[src/design/gto_pkg.sv]
`default_nettype none

package gto_pkg;

  localparam int unsigned POS_W         = 32;
  localparam int unsigned OFF_W         = 10;
  localparam int unsigned CFG_IDX_W     = 4;
  localparam int unsigned CFG_DATA_W    = 56;
  localparam int unsigned PATTERN_SLOTS = 16;
  localparam int unsigned DIV_STAGES    = POS_W;

  // register map
  typedef enum logic [CFG_IDX_W-1:0] {
    REG_MODE    = 4'd0,
    REG_AMOUNT  = 4'd1,
    REG_DEPTH   = 4'd2,
    REG_TEMPO   = 4'd3,
    REG_TPQ     = 4'd4,
    REG_PAT_LEN = 4'd5,
    REG_PAT_LO  = 4'd6,
    REG_PAT_HI  = 4'd7
  } cfg_reg_e;

  localparam logic [2:0]  GROOVE_CUSTOM = 3'd6;
  localparam logic [6:0]  PV_NEUTRAL    = 7'd50;
  localparam logic [6:0]  PV_MAX        = 7'd100;
  localparam logic [8:0]  TEMPO_MIN     = 9'd20;
  localparam logic [8:0]  TEMPO_MAX     = 9'd300;
  localparam logic [8:0]  TEMPO_RST     = 9'd120;
  localparam logic [15:0] MS_PER_MIN    = 16'd60000;
  localparam logic [11:0] MS_BASE_RST   = 12'd500;

  // reciprocals for division by constant
  localparam logic [10:0] RECIP_50_A    = 11'd1311;
  localparam int unsigned RECIP_50_A_SH = 16;
  localparam logic [12:0] RECIP_100     = 13'd5243;
  localparam int unsigned RECIP_100_SH  = 19;
  localparam logic [14:0] RECIP_50_B    = 15'd20972;
  localparam int unsigned RECIP_50_B_SH = 20;

  localparam logic [6:0] FIXED_GROOVES [0:5][0:15] = '{
    '{7'd50, 7'd50, 7'd50, 7'd50, 7'd50, 7'd50, 7'd50, 7'd50,
      7'd50, 7'd50, 7'd50, 7'd50, 7'd50, 7'd50, 7'd50, 7'd50},
    '{7'd50, 7'd66, 7'd50, 7'd66, 7'd50, 7'd66, 7'd50, 7'd66,
      7'd50, 7'd66, 7'd50, 7'd66, 7'd50, 7'd66, 7'd50, 7'd66},
    '{7'd50, 7'd75, 7'd50, 7'd75, 7'd50, 7'd75, 7'd50, 7'd75,
      7'd50, 7'd75, 7'd50, 7'd75, 7'd50, 7'd75, 7'd50, 7'd75},
    '{7'd50, 7'd67, 7'd50, 7'd67, 7'd50, 7'd67, 7'd50, 7'd67,
      7'd50, 7'd67, 7'd50, 7'd67, 7'd50, 7'd67, 7'd50, 7'd67},
    '{7'd50, 7'd62, 7'd50, 7'd62, 7'd50, 7'd62, 7'd50, 7'd62,
      7'd50, 7'd62, 7'd50, 7'd62, 7'd50, 7'd62, 7'd50, 7'd62},
    '{7'd50, 7'd50, 7'd50, 7'd75, 7'd50, 7'd50, 7'd50, 7'd50,
      7'd50, 7'd50, 7'd50, 7'd75, 7'd50, 7'd50, 7'd50, 7'd50}
  };

  // fixed groove lookup, unknown codes play straight
  function automatic logic [6:0] fixed_value(input logic [2:0] groove, input logic [3:0] idx);
    logic [6:0] pv;
    pv = PV_NEUTRAL;
    if (groove < GROOVE_CUSTOM) begin
      pv = FIXED_GROOVES[groove][idx];
    end
    return pv;
  endfunction

endpackage

`default_nettype wire

[src/design/gto_stream_if.sv]
`default_nettype none

interface gto_in_if;
  logic                        valid;
  logic                        ready;
  logic                        op;
  logic [gto_pkg::POS_W-1:0]   position;

  modport source (output valid, output op, output position, input ready);
  modport sink   (input valid, input op, input position, output ready);
endinterface

interface gto_out_if;
  logic                             valid;
  logic                             ready;
  logic signed [gto_pkg::OFF_W-1:0] offset_ms;

  modport source (output valid, output offset_ms, input ready);
  modport sink   (input valid, input offset_ms, output ready);
endinterface

`default_nettype wire

[src/design/groove_timing_offset_core.sv]
// groove timing offset core: swing offset in ms for one track
//
// in_i carries an event time (op 0: sequencer ticks, op 1: milliseconds) with
// a valid/ready handshake; out_o returns one signed offset_ms per item, in order.
// configuration: cfg_we_i, cfg_idx_i and cfg_data_i write one register per
// cycle; out-of-range amount, depth and tempo values are clamped on write, unknown indexes ignored.
// a tempo write starts a divider for 60000/tempo; in_i.ready stays
// low until it finishes.
// pipeline: an accepted item passes the one-bit-per-stage 32-stage divider
// for position/subdivision, a pattern lookup stage and six multiply stages,
// then the output register.
// throughput: one item per cycle while no tempo division runs and the skid entry is empty.
// when out_o stalls, the output register plus a skid entry take the result,
// so one more item is accepted before the whole pipeline holds; nothing is
// lost or repeated.
// reset: all items are dropped and the registers return to disabled,
// straight groove, 16th resolution, 120 bpm, 96 ticks per quarter.
`default_nettype none

module groove_timing_offset_core (
  input  wire logic                           clk_i,
  input  wire logic                           rst_ni,
  gto_in_if.sink                              in_i,
  gto_out_if.source                           out_o,
  input  wire logic                           cfg_we_i,
  input  wire logic [gto_pkg::CFG_IDX_W-1:0]  cfg_idx_i,
  input  wire logic [gto_pkg::CFG_DATA_W-1:0] cfg_data_i
);

  localparam int unsigned NS  = gto_pkg::DIV_STAGES;
  localparam int unsigned NP  = 7;

  // configuration
  logic [5:0]  mode_q;
  logic [6:0]  amount_q;
  logic [6:0]  depth_q;
  logic [8:0]  tempo_q;
  logic [15:0] tpq_q;
  logic [4:0]  plen_q;
  logic [55:0] pat_lo_q;
  logic [55:0] pat_hi_q;
  logic [6:0]  amount_d;
  logic [6:0]  depth_d;
  logic [8:0]  tempo_d;

  // tempo divider
  logic        busy_q;
  logic [3:0]  tcnt_q;
  logic [8:0]  trem_q;
  logic [11:0] tquo_q;
  logic [11:0] ms_base_q;
  logic [9:0]  trem_sh_w;
  logic        tge_w;

  // derived lengths
  logic [2:0]  shift_w;
  logic [14:0] len_tick_w;
  logic [10:0] len_ms_w;
  logic [8:0]  quarter_w;

  // handshake
  logic        adv_w;
  logic        accept_w;

  // divider pipeline
  logic              dv_vld_q  [0:NS];
  logic              dv_op_q   [0:NS];
  logic              dv_zero_q [0:NS];
  logic [NS-1:0]     dv_num_q  [0:NS];
  logic [14:0]       dv_rem_q  [0:NS];
  logic [3:0]        dv_quo_q  [0:NS];
  logic [NS-1:0]     dv_num_d  [0:NS];
  logic [14:0]       dv_rem_d  [0:NS];
  logic [3:0]        dv_quo_d  [0:NS];
  logic [15:0]       dv_sh_w   [0:NS-1];
  logic [14:0]       dv_len_w  [0:NS-1];
  logic              dv_ge_w   [0:NS-1];

  // pattern pick
  logic [3:0]  idx_w;
  logic [4:0]  plen_sat_w;
  logic [4:0]  slot_rem_w;
  logic [3:0]  slot_w;
  logic [55:0] word_w;
  logic [6:0]  entry_w;
  logic [6:0]  pv_w;

  // scaling pipeline
  logic        pp_vld_q  [0:NP-1];
  logic        pp_zero_q [0:NP-1];
  logic        pp_neg_q  [0:NP-1];
  logic [5:0]  s1_mag_q;
  logic [12:0] s2_a_q;
  logic [6:0]  s3_b_q;
  logic [13:0] s4_c_q;
  logic [6:0]  s5_d_q;
  logic [15:0] s6_e_q;
  logic [9:0]  s7_f_q;
  logic [9:0]  clamp_w;
  logic signed [gto_pkg::OFF_W-1:0] fin_w;

  // output register and skid entry
  logic                             out_vld_q;
  logic signed [gto_pkg::OFF_W-1:0] out_off_q;
  logic                             skid_vld_q;
  logic signed [gto_pkg::OFF_W-1:0] skid_off_q;

  // config write clamps
  always_comb begin
    amount_d = cfg_data_i[6:0];
    if (amount_d > gto_pkg::PV_MAX) begin
      amount_d = gto_pkg::PV_MAX;
    end
    depth_d = cfg_data_i[13:7] & 7'd0;
    depth_d = cfg_data_i[6:0];
    if (depth_d > gto_pkg::PV_MAX) begin
      depth_d = gto_pkg::PV_MAX;
    end
    tempo_d = cfg_data_i[8:0];
    if (tempo_d < gto_pkg::TEMPO_MIN) begin
      tempo_d = gto_pkg::TEMPO_MIN;
    end else if (tempo_d > gto_pkg::TEMPO_MAX) begin
      tempo_d = gto_pkg::TEMPO_MAX;
    end
  end

  assign trem_sh_w = {trem_q, gto_pkg::MS_PER_MIN[tcnt_q]};
  assign tge_w     = trem_sh_w >= {1'b0, tempo_q};

  always_ff @(posedge clk_i or negedge rst_ni) begin
    if (!rst_ni) begin
      mode_q    <= 6'd16;
      amount_q  <= 7'd50;
      depth_q   <= 7'd100;
      tempo_q   <= gto_pkg::TEMPO_RST;
      tpq_q     <= 16'd96;
      plen_q    <= 5'd0;
      pat_lo_q  <= '0;
      pat_hi_q  <= '0;
      busy_q    <= 1'b0;
      tcnt_q    <= '0;
      trem_q    <= '0;
      tquo_q    <= '0;
      ms_base_q <= gto_pkg::MS_BASE_RST;
    end else begin
      if (busy_q) begin
        trem_q <= tge_w ? 9'(trem_sh_w - {1'b0, tempo_q}) : trem_sh_w[8:0];
        tquo_q <= {tquo_q[10:0], tge_w};
        tcnt_q <= tcnt_q - 4'd1;
        if (tcnt_q == 4'd0) begin
          busy_q    <= 1'b0;
          ms_base_q <= {tquo_q[10:0], tge_w};
        end
      end
      if (cfg_we_i) begin
        case (gto_pkg::cfg_reg_e'(cfg_idx_i))
          gto_pkg::REG_MODE:    mode_q   <= cfg_data_i[5:0];
          gto_pkg::REG_AMOUNT:  amount_q <= amount_d;
          gto_pkg::REG_DEPTH:   depth_q  <= depth_d;
          gto_pkg::REG_TEMPO: begin
            tempo_q <= tempo_d;
            busy_q  <= 1'b1;
            tcnt_q  <= 4'd15;
            trem_q  <= '0;
            tquo_q  <= '0;
          end
          gto_pkg::REG_TPQ:     tpq_q    <= cfg_data_i[15:0];
          gto_pkg::REG_PAT_LEN: plen_q   <= cfg_data_i[4:0];
          gto_pkg::REG_PAT_LO:  pat_lo_q <= cfg_data_i;
          gto_pkg::REG_PAT_HI:  pat_hi_q <= cfg_data_i;
          default: ;
        endcase
      end
    end
  end

  // subdivision lengths
  assign shift_w    = {1'b0, mode_q[5:4]} + 3'd1;
  assign len_tick_w = 15'(tpq_q >> shift_w);
  assign len_ms_w   = 11'(ms_base_q >> shift_w);
  assign quarter_w  = len_ms_w[10:2];

  assign adv_w      = !skid_vld_q;
  assign in_i.ready = adv_w && !busy_q;
  assign accept_w   = in_i.valid && in_i.ready;

  // restoring division, one quotient bit per stage
  always_comb begin
    dv_num_d[0] = in_i.position;
    dv_rem_d[0] = '0;
    dv_quo_d[0] = '0;
    for (int k = 0; k < NS; k++) begin
      dv_len_w[k]   = dv_op_q[k] ? {4'd0, len_ms_w} : len_tick_w;
      dv_sh_w[k]    = {dv_rem_q[k], dv_num_q[k][NS-1]};
      dv_ge_w[k]    = dv_sh_w[k] >= {1'b0, dv_len_w[k]};
      dv_rem_d[k+1] = dv_ge_w[k] ? 15'(dv_sh_w[k] - {1'b0, dv_len_w[k]}) : dv_sh_w[k][14:0];
      dv_num_d[k+1] = {dv_num_q[k][NS-2:0], 1'b0};
      dv_quo_d[k+1] = {dv_quo_q[k][2:0], dv_ge_w[k]};
    end
  end

  always_ff @(posedge clk_i or negedge rst_ni) begin
    if (!rst_ni) begin
      for (int k = 0; k <= NS; k++) begin
        dv_vld_q[k] <= 1'b0;
      end
    end else if (adv_w) begin
      dv_vld_q[0] <= accept_w;
      for (int k = 0; k < NS; k++) begin
        dv_vld_q[k+1] <= dv_vld_q[k];
      end
    end
  end

  always_ff @(posedge clk_i) begin
    if (adv_w) begin
      dv_op_q[0]   <= in_i.op;
      dv_zero_q[0] <= !mode_q[0] || (in_i.op ? (len_ms_w == '0) : (len_tick_w == '0));
      for (int k = 0; k <= NS; k++) begin
        dv_num_q[k] <= dv_num_d[k];
        dv_rem_q[k] <= dv_rem_d[k];
        dv_quo_q[k] <= dv_quo_d[k];
      end
      for (int k = 0; k < NS; k++) begin
        dv_op_q[k+1]   <= dv_op_q[k];
        dv_zero_q[k+1] <= dv_zero_q[k];
      end
    end
  end

  // pattern value for the subdivision index
  assign idx_w      = dv_quo_q[NS];
  assign plen_sat_w = (plen_q > 5'(gto_pkg::PATTERN_SLOTS)) ?
                      5'(gto_pkg::PATTERN_SLOTS) : plen_q;

  always_comb begin
    slot_rem_w = '0;
    for (int i = 3; i >= 0; i--) begin
      slot_rem_w = {slot_rem_w[3:0], idx_w[i]};
      if (slot_rem_w >= plen_sat_w) begin
        slot_rem_w = slot_rem_w - plen_sat_w;
      end
    end
  end

  assign slot_w  = slot_rem_w[3:0];
  assign word_w  = slot_w[3] ? pat_hi_q : pat_lo_q;
  assign entry_w = word_w[6'(slot_w[2:0]) * 6'd7 +: 7];

  always_comb begin
    if (mode_q[3:1] == gto_pkg::GROOVE_CUSTOM) begin
      if (plen_sat_w == '0) begin
        pv_w = gto_pkg::PV_NEUTRAL;
      end else if (entry_w > gto_pkg::PV_MAX) begin
        pv_w = gto_pkg::PV_MAX;
      end else begin
        pv_w = entry_w;
      end
    end else begin
      pv_w = gto_pkg::fixed_value(mode_q[3:1], idx_w);
    end
  end

  // scaling, all on magnitudes with the sign carried alongside
  always_ff @(posedge clk_i or negedge rst_ni) begin
    if (!rst_ni) begin
      for (int k = 0; k < NP; k++) begin
        pp_vld_q[k] <= 1'b0;
      end
    end else if (adv_w) begin
      pp_vld_q[0] <= dv_vld_q[NS];
      for (int k = 1; k < NP; k++) begin
        pp_vld_q[k] <= pp_vld_q[k-1];
      end
    end
  end

  always_ff @(posedge clk_i) begin
    if (adv_w) begin
      pp_zero_q[0] <= dv_zero_q[NS];
      pp_neg_q[0]  <= pv_w < gto_pkg::PV_NEUTRAL;
      for (int k = 1; k < NP; k++) begin
        pp_zero_q[k] <= pp_zero_q[k-1];
        pp_neg_q[k]  <= pp_neg_q[k-1];
      end
      s1_mag_q <= (pv_w < gto_pkg::PV_NEUTRAL) ? 6'(gto_pkg::PV_NEUTRAL - pv_w) :
                                                 6'(pv_w - gto_pkg::PV_NEUTRAL);
      s2_a_q   <= 13'(s1_mag_q) * 13'(amount_q);
      s3_b_q   <= 7'((24'(s2_a_q) * 24'(gto_pkg::RECIP_50_A)) >> gto_pkg::RECIP_50_A_SH);
      s4_c_q   <= 14'(s3_b_q) * 14'(depth_q);
      s5_d_q   <= 7'((27'(s4_c_q) * 27'(gto_pkg::RECIP_100)) >> gto_pkg::RECIP_100_SH);
      s6_e_q   <= 16'(s5_d_q) * 16'(quarter_w);
      s7_f_q   <= 10'((31'(s6_e_q) * 31'(gto_pkg::RECIP_50_B)) >> gto_pkg::RECIP_50_B_SH);
    end
  end

  // clamp to a quarter subdivision and apply the sign
  assign clamp_w = (s7_f_q > 10'(quarter_w)) ? 10'(quarter_w) : s7_f_q;

  always_comb begin
    if (pp_zero_q[NP-1]) begin
      fin_w = '0;
    end else if (pp_neg_q[NP-1]) begin
      fin_w = -$signed(clamp_w);
    end else begin
      fin_w = $signed(clamp_w);
    end
  end

  // output register with skid entry
  always_ff @(posedge clk_i or negedge rst_ni) begin
    if (!rst_ni) begin
      out_vld_q  <= 1'b0;
      skid_vld_q <= 1'b0;
    end else if (!skid_vld_q) begin
      if (!out_vld_q || out_o.ready) begin
        out_vld_q <= pp_vld_q[NP-1];
      end else if (pp_vld_q[NP-1]) begin
        skid_vld_q <= 1'b1;
      end
    end else if (out_o.ready) begin
      skid_vld_q <= 1'b0;
    end
  end

  always_ff @(posedge clk_i) begin
    if (!skid_vld_q) begin
      if (!out_vld_q || out_o.ready) begin
        out_off_q <= fin_w;
      end else begin
        skid_off_q <= fin_w;
      end
    end else if (out_o.ready) begin
      out_off_q <= skid_off_q;
    end
  end

  assign out_o.valid     = out_vld_q;
  assign out_o.offset_ms = out_off_q;

`ifndef SYNTHESIS
  a_tempo_starts_div: assert property (@(posedge clk_i) disable iff (!rst_ni)
    cfg_we_i && (cfg_idx_i == gto_pkg::REG_TEMPO) |=> busy_q && !in_i.ready)
    else $error("tempo write did not start the divider");

  a_ms_base_exact: assert property (@(posedge clk_i) disable iff (!rst_ni)
    !busy_q |-> (32'(ms_base_q) * 32'(tempo_q) <= 32'(gto_pkg::MS_PER_MIN)) &&
                (32'(ms_base_q + 12'd1) * 32'(tempo_q) > 32'(gto_pkg::MS_PER_MIN)))
    else $error("ms per beat does not match tempo");

  a_skid_behind_out: assert property (@(posedge clk_i) disable iff (!rst_ni)
    skid_vld_q |-> out_vld_q)
    else $error("skid entry held without an output item");

  a_skid_holds_pipe: assert property (@(posedge clk_i) disable iff (!rst_ni)
    skid_vld_q |=> $stable(dv_vld_q[NS]) && $stable(pp_vld_q[NP-1]) || !skid_vld_q)
    else $error("pipeline moved while the skid entry was full");
`endif

endmodule

`default_nettype wire

[src/flat_wrapper.sv]
// flat-port wrapper written by rule: the top's interface ports become plain ports
module groove_timing_offset_core_flat 
  (clk_i, rst_ni, cfg_we_i, cfg_idx_i, cfg_data_i, in_i_valid, in_i_op, in_i_position, in_i_ready, out_o_valid, out_o_offset_ms, out_o_ready);
  gto_in_if in_i_i ();
  gto_out_if out_o_i ();
  input  wire logic clk_i;
  input  wire logic rst_ni;
  input  wire logic cfg_we_i;
  input  wire logic [gto_pkg::CFG_IDX_W-1:0] cfg_idx_i;
  input  wire logic [gto_pkg::CFG_DATA_W-1:0] cfg_data_i;
  input wire logic [$bits(in_i_i.valid)-1:0] in_i_valid;
  input wire logic [$bits(in_i_i.op)-1:0] in_i_op;
  input wire logic [$bits(in_i_i.position)-1:0] in_i_position;
  output wire logic [$bits(in_i_i.ready)-1:0] in_i_ready;
  output wire logic [$bits(out_o_i.valid)-1:0] out_o_valid;
  output wire logic [$bits(out_o_i.offset_ms)-1:0] out_o_offset_ms;
  input wire logic [$bits(out_o_i.ready)-1:0] out_o_ready;
  assign in_i_i.valid = in_i_valid;
  assign in_i_i.op = in_i_op;
  assign in_i_i.position = in_i_position;
  assign in_i_ready = in_i_i.ready;
  assign out_o_valid = out_o_i.valid;
  assign out_o_offset_ms = out_o_i.offset_ms;
  assign out_o_i.ready = out_o_ready;
  groove_timing_offset_core u_core (.clk_i(clk_i), .rst_ni(rst_ni), .in_i(in_i_i), .out_o(out_o_i), .cfg_we_i(cfg_we_i), .cfg_idx_i(cfg_idx_i), .cfg_data_i(cfg_data_i));
endmodule
[config.mk]
export PLATFORM = sky130hd
export DESIGN_NAME = groove_timing_offset_core_flat
export DESIGN_NICKNAME = d
export VERILOG_FILES = /design/src/design/gto_pkg.sv /design/src/design/gto_stream_if.sv /design/src/design/groove_timing_offset_core.sv /design/src/flat_wrapper.sv
export SDC_FILE = /design/constraint.sdc
export NUM_CORES = 2
export LEC_CHECK = 0
export ABC_AREA = 1
export BUFFER_PORTS_ARGS = -buffer_cell sky130_fd_sc_hd__buf_2
export CORE_ASPECT_RATIO = 0.6
export CORE_MARGIN = 4
export CORE_UTILIZATION = 25
export DETAILED_ROUTE_END_ITERATION = 12
export HOLD_SLACK_MARGIN = 0.1
export PLACE_DENSITY_LB_ADDON = 0.3
export SLEW_MARGIN = 40
export SYNTH_ARGS = -nofsm -noshare
export SYNTH_HDL_FRONTEND = slang
export SYNTH_SLANG_ARGS = --single-unit
[constraint.sdc]
create_clock -name clk_i -period 34.6 [get_ports clk_i]
set_input_delay 3.46 -clock clk_i [delete_from_list [all_inputs] [get_ports clk_i]]
set_output_delay 3.46 -clock clk_i [all_outputs]
set_load 0.05 [all_outputs]
==> flow_summary.json <==
{
  "min_period_over_period": 0.247,
  "setup_tns_ns": 0,
  "syn_inst": 8893,
  "r2r-end": "u_core.s1_mag_q[3]$_DFFE_PN_",
  "tightest_slew_ns": 0.875,
  "synth_edf_count": 1175,
  "h-tree-depth": 4,
  "path_buf_inv": 9,
  "hp-class": "flip-flop to flip-flop",
  "multi_input_area_um2": 42100,
  "nets": 10185,
  "cts_setup_buffers": 0,
  "ys_warn_count": 0,
  "synth.distinct_cells": 65,
  "fillers": 36564,
  "ant_nets": 0,
  "ys_seq_area_frac": 0.468,
  "drc": 0,
  "status": "finished, final reports clean",
  "max_stage_delay_ns": 0.45,
  "cp_slowest_cell": "nand2_4",
  "cts-resized-gates": 0,
  "dp_hpwl_mm": 158,
  "firstDrtPassIters": 7,
  "drive_gt1_frac": 0.0661,
  "startpoint": "u_core.plen_q[2]$_DFFE_PN0P_",
  "vias": 60807,
  "holdCritStartpoint": "u_core.dv_num_q[0][17]$_DFFE_PN_",
  "tritoncts": "done",
  "rsz0062_at_grt": "false",
  "initial_core_util": 0.252,
  "syn-num-nets": 10161,
  "worst-r2r-cell-count": 50,
  "wire_per_inst_um": 16.7,
  "vias_per_cell": 4.43,
  "hold_viol": 0,
  "synth_area_um2": 88300,
  "clock.fmax_mhz": 117,
  "grt_overflow": 0,
  "dieArea_um2": 363000,
  "cp.arrival_ns": 9.14,
  "totalWireLength_mm": 229,
  "yosys.area.top_type_share": 0.400,
  "grt_pass1_wl_mm": 351,
  "critPathCapture": "u_core.s1_mag_q[3]$_DFFE_PN_",
  "synthTopCellsByCount": "1543 x nand2_1, 1175 x edfxtp_1, 1043 x inv_1",
  "gp_congestion": 0.818,
  "final_max_slew_viol_count": 0,
  "async_flop_share": 0.169,
  "yosysTopAreaCell": "edfxtp_1",
  "grt_util_all_layers": 0.123,
  "max_slew_margin": 0.416,
  "cts_made_buffers": 161,
  "clk_latency_ns": 0.87,
  "port_buffers": 109,
  "clock_skew_ns": 0.0974,
  "yosysMostFrequentCell": "nand2_1",
  "criticalPathCategory": "flip-flop to flip-flop",
  "crit_path_start_kind": "flip-flop",
  "path_delay_family": "simple AND/OR/NAND/NOR gates",
  "die_x_um": 775,
  "rrSetupSlack_ns": 26.06,
  "cts_num_sinks": 1414,
  "coreArea_um2": 350000,
  "finalCriticalPeriod_ns": 8.54,
  "cp_max_fo": 63,
  "cap_viol_max_count": 0,
  "end_kind": "flip-flop",
  "final_util": 0.285,
  "row_count": 168,
  "ys_dominant_reg_cell": "edfxtp_1",
  "clkSlewWorstSetupHoldPaths_ns": 0.07,
  "holdBufCountCts": 0,
  "syn_to_final_growth_pct": 13.0,
  "clk_path_buf_depth": 4,
  "grt_max_degree": 144,
  "seq_area_um2": 41300,
  "drt_iter0_drc": 5237,
  "crit_required_ns": 35.21,
  "synth-seq-cells": 1414,
  "grt_pass1_vias": 56347,
  "die_h_um": 468,
  "finalSetupViolCount": 0,
  "path_common_cell": "nand2_1",
  "cts-root-buf": "clkbuf_16",
  "timing.rr.start": "u_core.plen_q[2]$_DFFE_PN0P_",
  "synth_area_leaders": "edfxtp_1 40%, ha_1 12%, fa_1 6.7%",
  "crit_cells": 50,
  "antenna_found_initial": 20,
  "pin_count": 110,
  "syn_avg_cell_area_um2": 9.93
}
[per-layer routing]
layer  part of all wire  up-vias  wire length [um]  global-route usage
met3              0.075      253             17200              0.0302
met1               0.56    28753            128000               0.208
met5            0.00021        -                47                   0
met2               0.35     1438             80200               0.151
met4              0.016        6              3760              0.0227
li1                   -    30357                 -                   -
[placed cells by master (no fill, tap or decap), types with 108 or more instances in the layout]
cell type     n
nand3_1     246
dfrtp_1     219
o21ai_0     682
nor2_1      725
xor2_1      268
xnor2_1     191
inv_1      1037
fa_1        295
edfxtp_1   1175
clkbuf_16   166
nand2_1    1522
buf_2       108
a21oi_1     779
ha_1        875
[cell families (layout without fill, tap and decap cells)]
family	Yosys count	after routing	synth area share
compound gates	1748	1748	0.108
xor+xnor	459	459	0.0455
fa+ha+maj	1170	1170	0.191
buf+inv	1370	1518	0.0591
flops	1414	1414	0.468
mux	51	51	0.00642
other cells	0	7	0
simple gates	2681	2681	0.122
[area by class of cell]
class / count / area share
inverters: 1053 / 0.0397
well taps: 4675 / 0.0586
clock buffers: 194 / 0.0433
flip-flops and latches: 1414 / 0.414
diodes: 7 / 0.000176
multi-input cells: 6109 / 0.422
repair buffers: 178 / 0.0128
clock inverters: 93 / 0.00937
[sequential cells by signal (all words and copies together), names as in the netlist, 9 cells and up]
name and flops:
u_core.pat_lo_q 56, u_core.tempo_q 9, u_core.dv_vld_q 33, u_core.pat_hi_q 56, u_core.s6_e_q 16, u_core.ms_base_q 11
u_core.dv_quo_q 10, u_core.tquo_q 11, u_core.tpq_q 15, u_core.s2_a_q 13, u_core.trem_q 9, u_core.dv_num_q 528
u_core.dv_rem_q 465, u_core.s7_f_q 10, u_core.dv_op_q 32, u_core.s4_c_q 14, u_core.dv_zero_q 33, u_core.skid_off_q 10
u_core.out_o.offset_ms 10
[metrics by stage]
stage	setup slack, ns	cell area [um2]	cells	hold WS (ns)
4_1_cts	26.08	99600	13712	0.368
5_1_grt	25.05	99800	13718	0.377
3_5_place_dp	26.13	94400	13425	0.405
3_3_place_gp	25.72	94200	13421	0.400
6_report	26.06	99800	13723	0.379
2_1_floorplan	0.886	88300	8893	0.400
[worst min path at each step]
stage | cells past startpoint | endpoint | slack (ns)
after CTS | 0 | u_core.dv_num_q[0][50]$_DFFE_PN_ | 0.37
after global routing | 0 | u_core.dv_num_q[0][50]$_DFFE_PN_ | 0.38
final | 0 | u_core.dv_num_q[0][50]$_DFFE_PN_ | 0.38
after floorplan | 0 | u_core.dv_num_q[0][100]$_DFFE_PN_ | 0.40
after detailed placement | 0 | u_core.dv_num_q[0][100]$_DFFE_PN_ | 0.40
after global placement | 0 | u_core.dv_num_q[0][726]$_DFFE_PN_ | 0.40
Power is left out: the tool's default activity adds up to more than one toggle a clock period on the data nets, which glitch-free logic cannot reach.
